File: src/rtl/rss_pkg.sv
// ----------------------------------------------------------------------------
// rss_pkg
// Shared constants, types and helpers of the ring step sequencer.
// ----------------------------------------------------------------------------
package rss_pkg;

  localparam int MAX_STEPS_DEF      = 32;
  localparam int NUM_SIDES_DEF      = 2;
  localparam int RINGS_PER_SIDE_DEF = 3;

  localparam int NUM_STEP_REGS = 6;
  localparam int PATTERN_W     = 32;
  localparam int BIT_SEL_W     = 5;
  localparam int CV_DEPTH      = 32;
  localparam int CV_ADDR_W     = 5;
  localparam int CV_W          = 12;
  localparam int PITCH_W       = 4;
  localparam int DEST_W        = 3;
  localparam int FUNC_W        = 3;
  localparam int IN_DATA_W     = 24;
  localparam int OUT_DATA_W    = 32;
  localparam int STEPS_REG_W   = 6;
  localparam int CFG_IDX_W     = 3;
  localparam int CFG_DATA_W    = 18;

  // register indexes
  localparam logic [CFG_IDX_W-1:0] REG_STEPS0 = 3'd0;
  localparam logic [CFG_IDX_W-1:0] REG_STEPS5 = 3'd5;
  localparam logic [CFG_IDX_W-1:0] REG_DEST   = 3'd6;

  // operation codes
  localparam logic [FUNC_W-1:0] FN_TICK   = 3'd0;
  localparam logic [FUNC_W-1:0] FN_STEP   = 3'd1;
  localparam logic [FUNC_W-1:0] FN_RING   = 3'd2;
  localparam logic [FUNC_W-1:0] FN_SIDE   = 3'd3;
  localparam logic [FUNC_W-1:0] FN_TOGGLE = 3'd4;
  localparam logic [FUNC_W-1:0] FN_CV     = 3'd5;

  localparam logic [STEPS_REG_W-1:0] STEPS_RESET [NUM_STEP_REGS] =
    '{6'd16, 6'd12, 6'd6, 6'd16, 6'd12, 6'd6};
  localparam logic [CFG_DATA_W-1:0] DEST_MAP_RESET = 18'd37448;
  localparam logic [DEST_W-1:0]     DEST_MAX       = 3'd5;

  // ceil(2^20 / 68): exact quotient for any 12-bit value
  localparam logic [13:0] NOTE_RECIP = 14'd15421;
  localparam int          NOTE_SHIFT = 20;

  typedef struct packed {
    logic                 tick;
    logic                 toggle;
    logic [BIT_SEL_W-1:0] bit_sel;
  } ring_ctrl_t;

  typedef struct packed {
    logic                 hit;
    logic [PATTERN_W-1:0] pattern_next;
  } ring_stat_t;

  // (cv / 68) mod 12; quotient is at most 60
  function automatic logic [PITCH_W-1:0] pitch_class_of(input logic [CV_W-1:0] cv);
    logic [25:0] prod;
    logic [5:0]  q;
    prod = 26'(cv) * 26'(NOTE_RECIP);
    q    = prod[25:NOTE_SHIFT];
    if (q >= 6'd48) q = q - 6'd48;
    if (q >= 6'd24) q = q - 6'd24;
    if (q >= 6'd12) q = q - 6'd12;
    return PITCH_W'(q);
  endfunction

endpackage

File: src/rtl/rss_ring.sv
// ----------------------------------------------------------------------------
// rss_ring
// One ring: play position and step pattern, advance with wrap and toggle.
// ----------------------------------------------------------------------------
module rss_ring #(
  parameter int MAX_STEPS = rss_pkg::MAX_STEPS_DEF
) (
  input  logic                                 clk,
  input  logic                                 rst,
  input  logic [$clog2(MAX_STEPS+1)-1:0]       count,
  input  rss_pkg::ring_ctrl_t                  ctrl,
  output logic [$clog2(MAX_STEPS)-1:0]         pos,
  output rss_pkg::ring_stat_t                  stat
);
  import rss_pkg::*;

  localparam int POS_W = $clog2(MAX_STEPS);
  localparam int CNT_W = $clog2(MAX_STEPS + 1);

  logic [PATTERN_W-1:0] pattern;
  logic [CNT_W-1:0]     pos_inc;
  logic [POS_W-1:0]     pos_next;

  assign pos_inc  = CNT_W'(pos) + CNT_W'(1);
  assign pos_next = (pos_inc >= count) ? '0 : POS_W'(pos_inc);

  assign stat.hit          = pattern[BIT_SEL_W'(pos_next)];
  assign stat.pattern_next = ctrl.toggle ?
                             (pattern ^ (PATTERN_W'(1) << ctrl.bit_sel)) : pattern;

  always_ff @(posedge clk) begin
    if (rst) begin
      pos     <= '0;
      pattern <= '1;
    end else begin
      if (ctrl.tick) begin
        pos <= pos_next;
      end
      if (ctrl.toggle) begin
        pattern <= stat.pattern_next;
      end
    end
  end

endmodule

File: src/rtl/ring_step_sequencer.sv
// ----------------------------------------------------------------------------
// ring_step_sequencer
// Multi-ring step sequencer with edit cursor and CV table.
// ----------------------------------------------------------------------------
// Takes one transaction per clock unless the result side stalls, and returns
// exactly one result per transaction. The input register takes an accepted
// transaction and the result register loads its result once the result
// side is free. A stalled result holds the next item in the input register;
// the input side stalls only while both registers are full. All state of an
// item (ring position, pattern bit, cursor, CV entry) is read and written in
// a single pass between those two registers, so back-to-back items see each
// other's updates. Reset clears the CV table and ring positions and sets all
// patterns to ones at once; there is no start-up sweep. Configuration writes
// are always accepted.
module ring_step_sequencer #(
  parameter int MAX_STEPS      = rss_pkg::MAX_STEPS_DEF,
  parameter int NUM_SIDES      = rss_pkg::NUM_SIDES_DEF,
  parameter int RINGS_PER_SIDE = rss_pkg::RINGS_PER_SIDE_DEF
) (
  input  logic                             clk,
  input  logic                             rst,
  input  logic                             s_tvalid,
  output logic                             s_tready,
  // side, ring, direction, cv_index, cv_data
  input  logic [rss_pkg::IN_DATA_W-1:0]    s_tdata,
  // func
  input  logic [rss_pkg::FUNC_W-1:0]       s_tuser,
  output logic                             m_tvalid,
  input  logic                             m_tready,
  // trigger_valid, trigger_dest, cv_valid, cv_out, pitch_class,
  // cursor_side, cursor_ring, cursor_step, cursor_on
  output logic [rss_pkg::OUT_DATA_W-1:0]   m_tdata,
  input  logic                             cfg_valid,
  output logic                             cfg_ready,
  input  logic [rss_pkg::CFG_IDX_W-1:0]    cfg_index,
  input  logic [rss_pkg::CFG_DATA_W-1:0]   cfg_data
);
  import rss_pkg::*;

  localparam int NUM_RINGS = NUM_SIDES * RINGS_PER_SIDE;
  localparam int K_W       = (NUM_RINGS > 1) ? $clog2(NUM_RINGS) : 1;
  localparam int POS_W     = $clog2(MAX_STEPS);
  localparam int STEP_W    = POS_W;
  localparam int CNT_W     = $clog2(MAX_STEPS + 1);
  localparam int SIDE_W    = (NUM_SIDES > 1) ? $clog2(NUM_SIDES) : 1;
  localparam int RING_W    = (RINGS_PER_SIDE > 1) ? $clog2(RINGS_PER_SIDE) : 1;

  // configuration
  logic [STEPS_REG_W-1:0] steps_reg [NUM_STEP_REGS];
  logic [CFG_DATA_W-1:0]  dest_map;

  // input register
  logic                  in_valid;
  logic [FUNC_W-1:0]     in_func;
  logic                  in_side;
  logic [1:0]            in_ring;
  logic                  in_dir;
  logic [CV_ADDR_W-1:0]  in_cvi;
  logic [CV_W-1:0]       in_cvd;

  // edit cursor
  logic [SIDE_W-1:0] edit_side, edit_side_next;
  logic [RING_W-1:0] edit_ring, edit_ring_next;
  logic [STEP_W-1:0] edit_step, edit_step_next;

  logic [CV_W-1:0] cv_table [CV_DEPTH];

  logic       advance;
  logic       fire;
  logic       tick_ok;
  logic [K_W-1:0] tick_k;
  logic [K_W-1:0] edit_k;
  logic [K_W-1:0] edit_k_next;
  logic [CNT_W-1:0] edit_count;
  logic [CNT_W-1:0] step_inc;

  logic [CNT_W-1:0]  lane_count [NUM_RINGS];
  logic [DEST_W-1:0] lane_dest  [NUM_RINGS];
  logic [POS_W-1:0]  lane_pos   [NUM_RINGS];
  ring_ctrl_t        lane_ctrl  [NUM_RINGS];
  ring_stat_t        lane_stat  [NUM_RINGS];

  logic                 trig;
  logic [DEST_W-1:0]    trig_dest;
  logic [PATTERN_W-1:0] cursor_pattern;
  logic                 cv_hit;
  logic [CV_W-1:0]      cv_rd;

  // result register
  logic                 out_trig;
  logic [DEST_W-1:0]    out_dest;
  logic                 out_cvv;
  logic [CV_W-1:0]      out_cv;
  logic [PITCH_W-1:0]   out_pitch;
  logic                 out_side;
  logic [1:0]           out_ring;
  logic [4:0]           out_step;
  logic                 out_on;

  function automatic logic [CNT_W-1:0] clamp_count(input logic [STEPS_REG_W-1:0] c);
    logic [CNT_W-1:0] r;
    if (c == '0) r = CNT_W'(1);
    else if (32'(c) > MAX_STEPS) r = CNT_W'(MAX_STEPS);
    else r = CNT_W'(c);
    return r;
  endfunction

  // ---------------- configuration ----------------
  assign cfg_ready = 1'b1;

  always_ff @(posedge clk) begin
    if (rst) begin
      for (int i = 0; i < NUM_STEP_REGS; i++) begin
        steps_reg[i] <= STEPS_RESET[i];
      end
      dest_map <= DEST_MAP_RESET;
    end else if (cfg_valid) begin
      unique case (cfg_index) inside
        [REG_STEPS0:REG_STEPS5]: steps_reg[cfg_index] <= cfg_data[STEPS_REG_W-1:0];
        REG_DEST:                dest_map <= cfg_data;
        default: ;
      endcase
    end
  end

  // ---------------- handshake ----------------
  assign advance  = !m_tvalid || m_tready;
  assign fire     = in_valid && advance;
  assign s_tready = !in_valid || advance;

  always_ff @(posedge clk) begin
    if (rst) begin
      in_valid <= 1'b0;
    end else if (s_tready) begin
      in_valid <= s_tvalid;
    end
  end

  always_ff @(posedge clk) begin
    if (s_tvalid && s_tready) begin
      in_func <= s_tuser;
      in_side <= s_tdata[0];
      in_ring <= s_tdata[2:1];
      in_dir  <= s_tdata[3];
      in_cvi  <= s_tdata[8:4];
      in_cvd  <= s_tdata[20:9];
    end
  end

  // ---------------- decode ----------------
  assign tick_ok = in_valid && (in_func == FN_TICK) &&
                   (32'(in_side) < NUM_SIDES) && (32'(in_ring) < RINGS_PER_SIDE);
  assign tick_k  = K_W'(32'(in_side) * RINGS_PER_SIDE + 32'(in_ring));
  assign edit_k  = K_W'(32'(edit_side) * RINGS_PER_SIDE + 32'(edit_ring));
  assign edit_k_next = K_W'(32'(edit_side_next) * RINGS_PER_SIDE + 32'(edit_ring_next));

  assign edit_count = lane_count[edit_k];
  assign step_inc   = CNT_W'(edit_step) + CNT_W'(1);

  always_comb begin
    edit_side_next = edit_side;
    edit_ring_next = edit_ring;
    edit_step_next = edit_step;
    if (in_valid) begin
      unique case (in_func)
        FN_STEP: begin
          if (!in_dir) begin
            edit_step_next = (step_inc >= edit_count) ? '0 : STEP_W'(step_inc);
          end else begin
            edit_step_next = (edit_step == '0) ? STEP_W'(edit_count - CNT_W'(1))
                                               : edit_step - STEP_W'(1);
          end
        end
        FN_RING: begin
          if (!in_dir) begin
            edit_ring_next = (32'(edit_ring) + 1 >= RINGS_PER_SIDE) ? '0
                             : edit_ring + RING_W'(1);
          end else begin
            edit_ring_next = (edit_ring == '0) ? RING_W'(RINGS_PER_SIDE - 1)
                             : edit_ring - RING_W'(1);
          end
          edit_step_next = '0;
        end
        FN_SIDE: begin
          edit_side_next = (32'(edit_side) + 1 >= NUM_SIDES) ? '0
                           : edit_side + SIDE_W'(1);
          edit_step_next = '0;
        end
        default: ;
      endcase
    end
  end

  always_ff @(posedge clk) begin
    if (rst) begin
      edit_side <= '0;
      edit_ring <= '0;
      edit_step <= '0;
    end else if (fire) begin
      edit_side <= edit_side_next;
      edit_ring <= edit_ring_next;
      edit_step <= edit_step_next;
    end
  end

  // ---------------- rings ----------------
  for (genvar i = 0; i < NUM_RINGS; i++) begin : g_ring
    if (i < NUM_STEP_REGS) begin : g_reg
      logic [DEST_W-1:0] d;
      assign d             = dest_map[DEST_W*i +: DEST_W];
      assign lane_count[i] = clamp_count(steps_reg[i]);
      assign lane_dest[i]  = (d > DEST_MAX) ? DEST_MAX : d;
    end else begin : g_noreg
      assign lane_count[i] = CNT_W'(MAX_STEPS);
      assign lane_dest[i]  = '0;
    end

    assign lane_ctrl[i].tick    = fire && tick_ok && (tick_k == K_W'(i));
    assign lane_ctrl[i].toggle  = fire && (in_func == FN_TOGGLE) && (edit_k == K_W'(i));
    assign lane_ctrl[i].bit_sel = BIT_SEL_W'(edit_step);

    rss_ring #(
      .MAX_STEPS (MAX_STEPS)
    ) u_ring (
      .clk   (clk),
      .rst   (rst),
      .count (lane_count[i]),
      .ctrl  (lane_ctrl[i]),
      .pos   (lane_pos[i]),
      .stat  (lane_stat[i])
    );
  end

  always_comb begin
    trig           = 1'b0;
    trig_dest      = '0;
    cursor_pattern = '0;
    for (int i = 0; i < NUM_RINGS; i++) begin
      if (tick_ok && (tick_k == K_W'(i)) && lane_stat[i].hit) begin
        trig      = 1'b1;
        trig_dest = trig_dest | lane_dest[i];
      end
      if (edit_k_next == K_W'(i)) begin
        cursor_pattern = cursor_pattern | lane_stat[i].pattern_next;
      end
    end
  end

  // ---------------- CV table ----------------
  assign cv_hit = tick_ok && (tick_k == '0);
  assign cv_rd  = cv_table[CV_ADDR_W'(lane_pos[0])];

  always_ff @(posedge clk) begin
    if (rst) begin
      for (int i = 0; i < CV_DEPTH; i++) begin
        cv_table[i] <= '0;
      end
    end else if (fire && (in_func == FN_CV)) begin
      cv_table[in_cvi] <= in_cvd;
    end
  end

  // ---------------- result register ----------------
  always_ff @(posedge clk) begin
    if (rst) begin
      m_tvalid <= 1'b0;
    end else if (advance) begin
      m_tvalid <= in_valid;
    end
  end

  always_ff @(posedge clk) begin
    if (fire) begin
      out_trig  <= trig;
      out_dest  <= trig_dest;
      out_cvv   <= cv_hit;
      out_cv    <= cv_hit ? cv_rd : '0;
      out_pitch <= cv_hit ? pitch_class_of(cv_rd) : '0;
      out_side  <= edit_side_next[0];
      out_ring  <= 2'(edit_ring_next);
      out_step  <= 5'(edit_step_next);
      out_on    <= cursor_pattern[BIT_SEL_W'(edit_step_next)];
    end
  end

  assign m_tdata = {2'b00, out_on, out_step, out_ring, out_side, out_pitch,
                    out_cv, out_cvv, out_dest, out_trig};

endmodule

File: config.mk
export PLATFORM = sky130hd
export DESIGN_NAME = ring_step_sequencer
export DESIGN_NICKNAME = d
export VERILOG_FILES = /design/src/rtl/rss_pkg.sv /design/src/rtl/rss_ring.sv /design/src/rtl/ring_step_sequencer.sv
export SDC_FILE = /design/constraint.sdc
export NUM_CORES = 2
export LEC_CHECK = 0
export BUFFER_PORTS_ARGS = -buffer_cell sky130_fd_sc_hd__buf_2
export CAP_MARGIN = 20
export CORE_MARGIN = 3
export CORE_UTILIZATION = 55
export DETAILED_ROUTE_END_ITERATION = 8
export PLACE_DENSITY = 0.72
export RECOVER_POWER = 50
export SLEW_MARGIN = 20
export SYNTH_ARGS = -nofsm -noshare
export SYNTH_HDL_FRONTEND = slang
export SYNTH_SLANG_ARGS = --single-unit
File: constraint.sdc
create_clock -name clk -period 27.5 [get_ports clk]
set_input_delay 2.75 -clock clk [delete_from_list [all_inputs] [get_ports clk]]
set_output_delay 2.75 -clock clk [all_outputs]
set_load 0.02 [all_outputs]
Yosys cells after proc, flatten, opt, wreduce, memory -nomap -nowiden:

Memory sizes are Yosys's and may differ from the RTL's. A register that Yosys moved wholly into a read port is not among the register bits.
Index checks and enable logic that the tools add are counted.

* logic and storage cells: 281
* memories: 2
* bits in writable memories: 420
* register bits after elaboration: 304

* multipliers: 4
* reductions and logical operators: 53
* equal/unequal tests: 21
* magnitude comparators: 35
* bitwise operators: 17
* shifts and indexed selects: 1
* muxes and demuxes: 95
* add/subtract/negate cells: 20

Memory list
* cv_table: depth 32, bits a word 12, read ports 1, clocked after Yosys merged registers in 1, write ports 32, RTL line ring_step_sequencer.sv:66 `logic [CV_W-1:0] cv_table [CV_DEPTH];`
* steps_reg: depth 6, bits a word 6, read ports 6, clocked after Yosys merged registers in 0, write ports 6, RTL line ring_step_sequencer.sv:49 `logic [STEPS_REG_W-1:0] steps_reg [NUM_STEP_REGS];`

Operators with widths (count)
* 32-bit two-way mux: 12
* 32-bit bitwise XOR: 6
* 32-bit bitwise OR: 5
* 6-bit two-way mux: 19
* 5-bit two-way mux: 13
* 5-bit by 1-bit adder with 6-bit output (second input constant): 7
* 6-bit greater-or-equal comparator: 7
* 5-bit by 6-bit < comparator with 1-bit output (second input constant): 7
* 3-bit two-way mux: 13
* 6-bit > comparator (second input constant): 6
* 6-bit zero test: 6
* 1-bit binary-select mux with 5-bit select: 7
* 1-bit logical AND: 32
* 1-bit by 5-bit left shift with 32-bit output (first input constant): 1
* 3-bit == test (second input constant): 9
* 12-bit by 14-bit multiplier with 26-bit output (second input constant): 1
* 3-bit by 2-bit == test with 1-bit output (second input constant): 8
* 1-bit two-way mux: 22
* 6-bit binary-select mux with 3-bit select: 1
* 3-bit > comparator (second input constant): 6
* 3-bit bitwise OR: 5
* 3-bit by 1-bit == test with 1-bit output (second input constant): 4
* 3-bit zero test: 4
* 12-bit two-way mux: 1
* 33 further kinds: 44

Longest topological paths before layout:

* depth in word-level cells: 21
* depth in mapped cells: 34
* gate-level depth less buffers: 31

Hierarchy:

Synthesis repeated with hierarchy kept, for this count alone.

* cells, all modules: 3646
* area total of the unflattened synthesis: 40477.6 sq um

Modules (own cells, without submodules)
* ring_step_sequencer: instances 1, cells each 2170, area an instance 27767.9 sq um, sequential area each 14794.2 sq um
* rss_ring: instances 6, cells each 246, area an instance 2118.3 sq um, sequential area each 740.7 sq um

Least setup slack after synthesis:

Ideal clock, no wire load.

* path kind: register to register
* start: reg with a tool-made name
* end: reg out_pitch[2], data pin
* buffers on the path: 3
* cell stages (with the launch flop): 33
* period minus slack after synthesis: 8983 ps
* data arrival time: 8717 ps
* slack: 18517 ps
* data required time: 27234 ps
* setup time: 266 ps
* path through: dfxtp_1 clkbuf_1 clkbuf_1 buf_1 mux4_2 mux4_2 mux2i_1 inv_1 fa_1 fa_1 inv_1 fa_1 fa_1 fa_1 inv_1 ha_1 a21o_1 a221o_1 a221o_1 a221oi_1 xor2_1 inv_1 ha_1 nor2_1 mux2_2 nand2_1 o311ai_1 ha_1 nor4_1 o21ai_0 mux2i_1 a31oi_1 mux2i_1

RTL lines
* to (signal assigned): RTL line ring_step_sequencer.sv:278 `out_pitch <= cv_hit ? pitch_class_of(cv_rd) : '0;`
* to (decl): RTL line ring_step_sequencer.sv:94 `logic [PITCH_W-1:0] out_pitch;`

==> results.toml <==
[status]
run_status = "complete, but fails checks"
violations = "max-capacitance violations, max-slew violations"

[clock_network]
cts_resized = 0
path_clk_slew_ns = 0.06
ctsHoldBuffers = 0
numCtsBuffers = 80
cts-root-buf = "clkbuf_16"
clockBufferDepth = 3
postCtsSetupBuffers = 0
cts_tree = "done"
clock_latency_ns = 0.66
htree_levels = 3
clock_sinks = 729

[setup_path]
critical_path.max_fanout = 45
crit_end = "out_pitch[3]"
timing.reg2reg.setup_slack_ns = 13.79
start_kind = "flip-flop"
crit_required_ns = 27.88
endpoint_kind = "flip-flop"
cp_slowest_cell = "clkbuf_1"
worst_ep_arrival_time_ns = 14.08
r2r_end = "out_pitch[3]"
r2r.worst_path.cells = 32
path_class = "flip-flop to flip-flop"
slowest_delay_ns = 2.22
cp_common_cell = "inv_1"

[sta]
hold_violations = 0
period_share_pct = 49.8
fin_crit_ns = 13.71
setup_viol = 0
hold_slack_ns = 0.467
drv_slew = 493
max_freq_mhz = 73.0
clock_skew_ns = 0.0435
rsz0062_at_grt = "false"
setup_tns_ns = 0
tightest_slew_ns = 4.13
postLayoutSetupSlackWorst_ns = 13.79
relSlewSlack_pct = -175

[final_layout]
stdcell_area_um2 = 43700
antenna_cells = 0
nets = 3802
syn2layout_area_growth_pct = 9.61
layout-drive-gt1-share_pct = 11.4
largest_reg_flops = 384

[synthesis]
yosys_warnings = 0
synth_area_um2 = 39800
synth_edf_count = 474
synth_top_flop_cell = "edfxtp_1"
ys_types = 81
synthArstFlopShare_pct = 0
yosysSeqAreaShare_pct = 48.6
syn_area_per_cell_um2 = 11.2
ys_seq_elements = 729
syn_inst = 3567

[floorplanning]
die_w_um = 275
coreArea_um2 = 71600
start_util_pct = 55.6
die-area_um2 = 75700
fp-row-count = 98
ios = 88
die_h_um = 275

[routing]
routedWlPerCell_um = 24.0
drc = 0
drt_iter0_drc = 3398
antenna_left = 0
vias = 27800
drt_wl_total_um = 110000
dr.pass1.iters = 6
avgViaCountPerCell = 6.08

[grt]
grt_pass1_wl_um = 166000
grt_max_degree = 109
grt_pass1_vias = 26700
grtUsageTotal_pct = 29.1
antenna_found_initial = 3
grt_overflow = 0

[hold_path]
hp-start = "dest_map[0]"
hold_class = "flip-flop to flip-flop"

[placement]
dpl.hpwl_um = 74200
pre_cts_ws_ns = 16.93
portBuffers = 81
gp_congestion = 1.01
placed_cell_area_um2 = 40900

[run]
cap_violations = 8

[pwr]
p_per_area_nw_per_um2 = 59.3
total_leakage_power_uw = 0.0157
peakVddDrop_mv = 0.0539
-- layout make-up --
class / count / area, um^2
fillers: 5782 / 28000
flip-flops and latches: 729 / 19300
multi-input cells: 2448 / 19000
clock inverters: 35 / 453
well taps: 950 / 1190
clock buffers: 114 / 2280
repair buffers: 139 / 797
inverters: 160 / 601
-- cells in the mapped netlist, types with 6 or more instances --
| library cell | number | area share, % |
|---|---|---|
| buf_4 | 8 | 0.15 |
| nand2_1 | 146 | 1.4 |
| o22ai_1 | 99 | 1.6 |
| xnor2_1 | 214 | 4.7 |
| o2111ai_1 | 6 | 0.13 |
| nand4_1 | 16 | 0.25 |
| and2_1 | 406 | 6.4 |
| a221o_1 | 6 | 0.15 |
| a211oi_1 | 24 | 0.45 |
| or2_2 | 40 | 0.63 |
| inv_1 | 158 | 1.5 |
| nand3b_1 | 25 | 0.47 |
| or3_1 | 12 | 0.19 |
| mux2_2 | 16 | 0.45 |
| buf_1 | 15 | 0.14 |
| xor2_1 | 12 | 0.26 |
| o21a_1 | 14 | 0.26 |
| edfxtp_1 | 474 | 36 |
| nor2b_1 | 22 | 0.35 |
| a31oi_1 | 12 | 0.19 |
| mux2i_1 | 61 | 1.5 |
| nor3_1 | 68 | 0.85 |
| a2111oi_0 | 6 | 0.13 |
| dfxtp_1 | 255 | 13 |
| and3_1 | 8 | 0.13 |
| clkbuf_1 | 203 | 1.9 |
| fa_1 | 48 | 2.4 |
| a22oi_1 | 10 | 0.19 |
| nand2b_1 | 228 | 3.6 |
| nor3b_1 | 7 | 0.13 |
| o21ai_0 | 50 | 0.63 |
| nor2_1 | 305 | 2.9 |
| a21o_1 | 20 | 0.38 |
| a21oi_1 | 85 | 1.1 |
| nor4_1 | 39 | 0.61 |
| nand3_1 | 66 | 0.83 |
| o211ai_1 | 15 | 0.28 |
| mux4_2 | 140 | 7.9 |
| ha_1 | 143 | 4.5 |
-- through the flow --
step | total power, uW | util [%] | instances
detailed placement | 1500 | 57.1 | 4418
global route | 2680 | 61.0 | 4575
CTS | 2590 | 61.0 | 4567
global placement | 1490 | 57.1 | 4418
finish | 2590 | 61.0 | 4575
floorplan | 1410 | - | 3568
-- how the worst min path moves through the flow --
stage                  endpoint  slack [ns]  cells past startpoint
floorplan           dest_map[0]        0.44                      2
global placement    dest_map[0]        0.45                      2
detailed placement  dest_map[0]        0.45                      2
CTS                 dest_map[0]        0.46                      2
global route        dest_map[0]        0.49                      2
finish              dest_map[0]        0.47                      2
-- worst max-delay path, delay by kind of cell (launching register included) --
family          cells  cell delay (ns)
fa+ha+maj           8             3.30
compound gates      8             1.71
buf+inv             7             4.32
xor+xnor            1             0.40
simple gates        2             0.32
flops               1             0.96
mux                 6             2.35
-- cell usage in the layout, fill, tap and decap left out, types with 85 or more instances in the layout --
cell / count
edfxtp_1: 474
and2_1: 321
dfxtp_1: 253
a21oi_1: 85
and2_0: 85
nor2_1: 305
nand2_1: 145
xnor2_1: 214
ha_1: 142
nand2b_1: 228
mux4_2: 140
o22ai_1: 99
inv_1: 158
-- logic make-up after synthesis --
group                      synth area share [%]
AOI/OAI and AO/OA                          6.56
xor gates and xnor gates                   4.97
adders and majority gates                  6.91
buffers and inverters                      3.82
DFF                                        48.6
muxes                                      9.90
other                                    0.0189
and+or+nand+nor                            19.3
-- per-layer routing --
metal  share of wire [%]  GRT usage (%)
met1                  41           41.1
met2                  45           44.5
met3                 9.9           5.29
met4                 4.5           12.2
met5                   0              0
-- report_power, final --
part	leakage, uW	internal (uW)	switching [uW]
combinational	0.00746	103	168
sequential	0.00693	1190	18.0
clock	0.00134	644	462
Note: power is estimated with default switching activity, not from simulation.
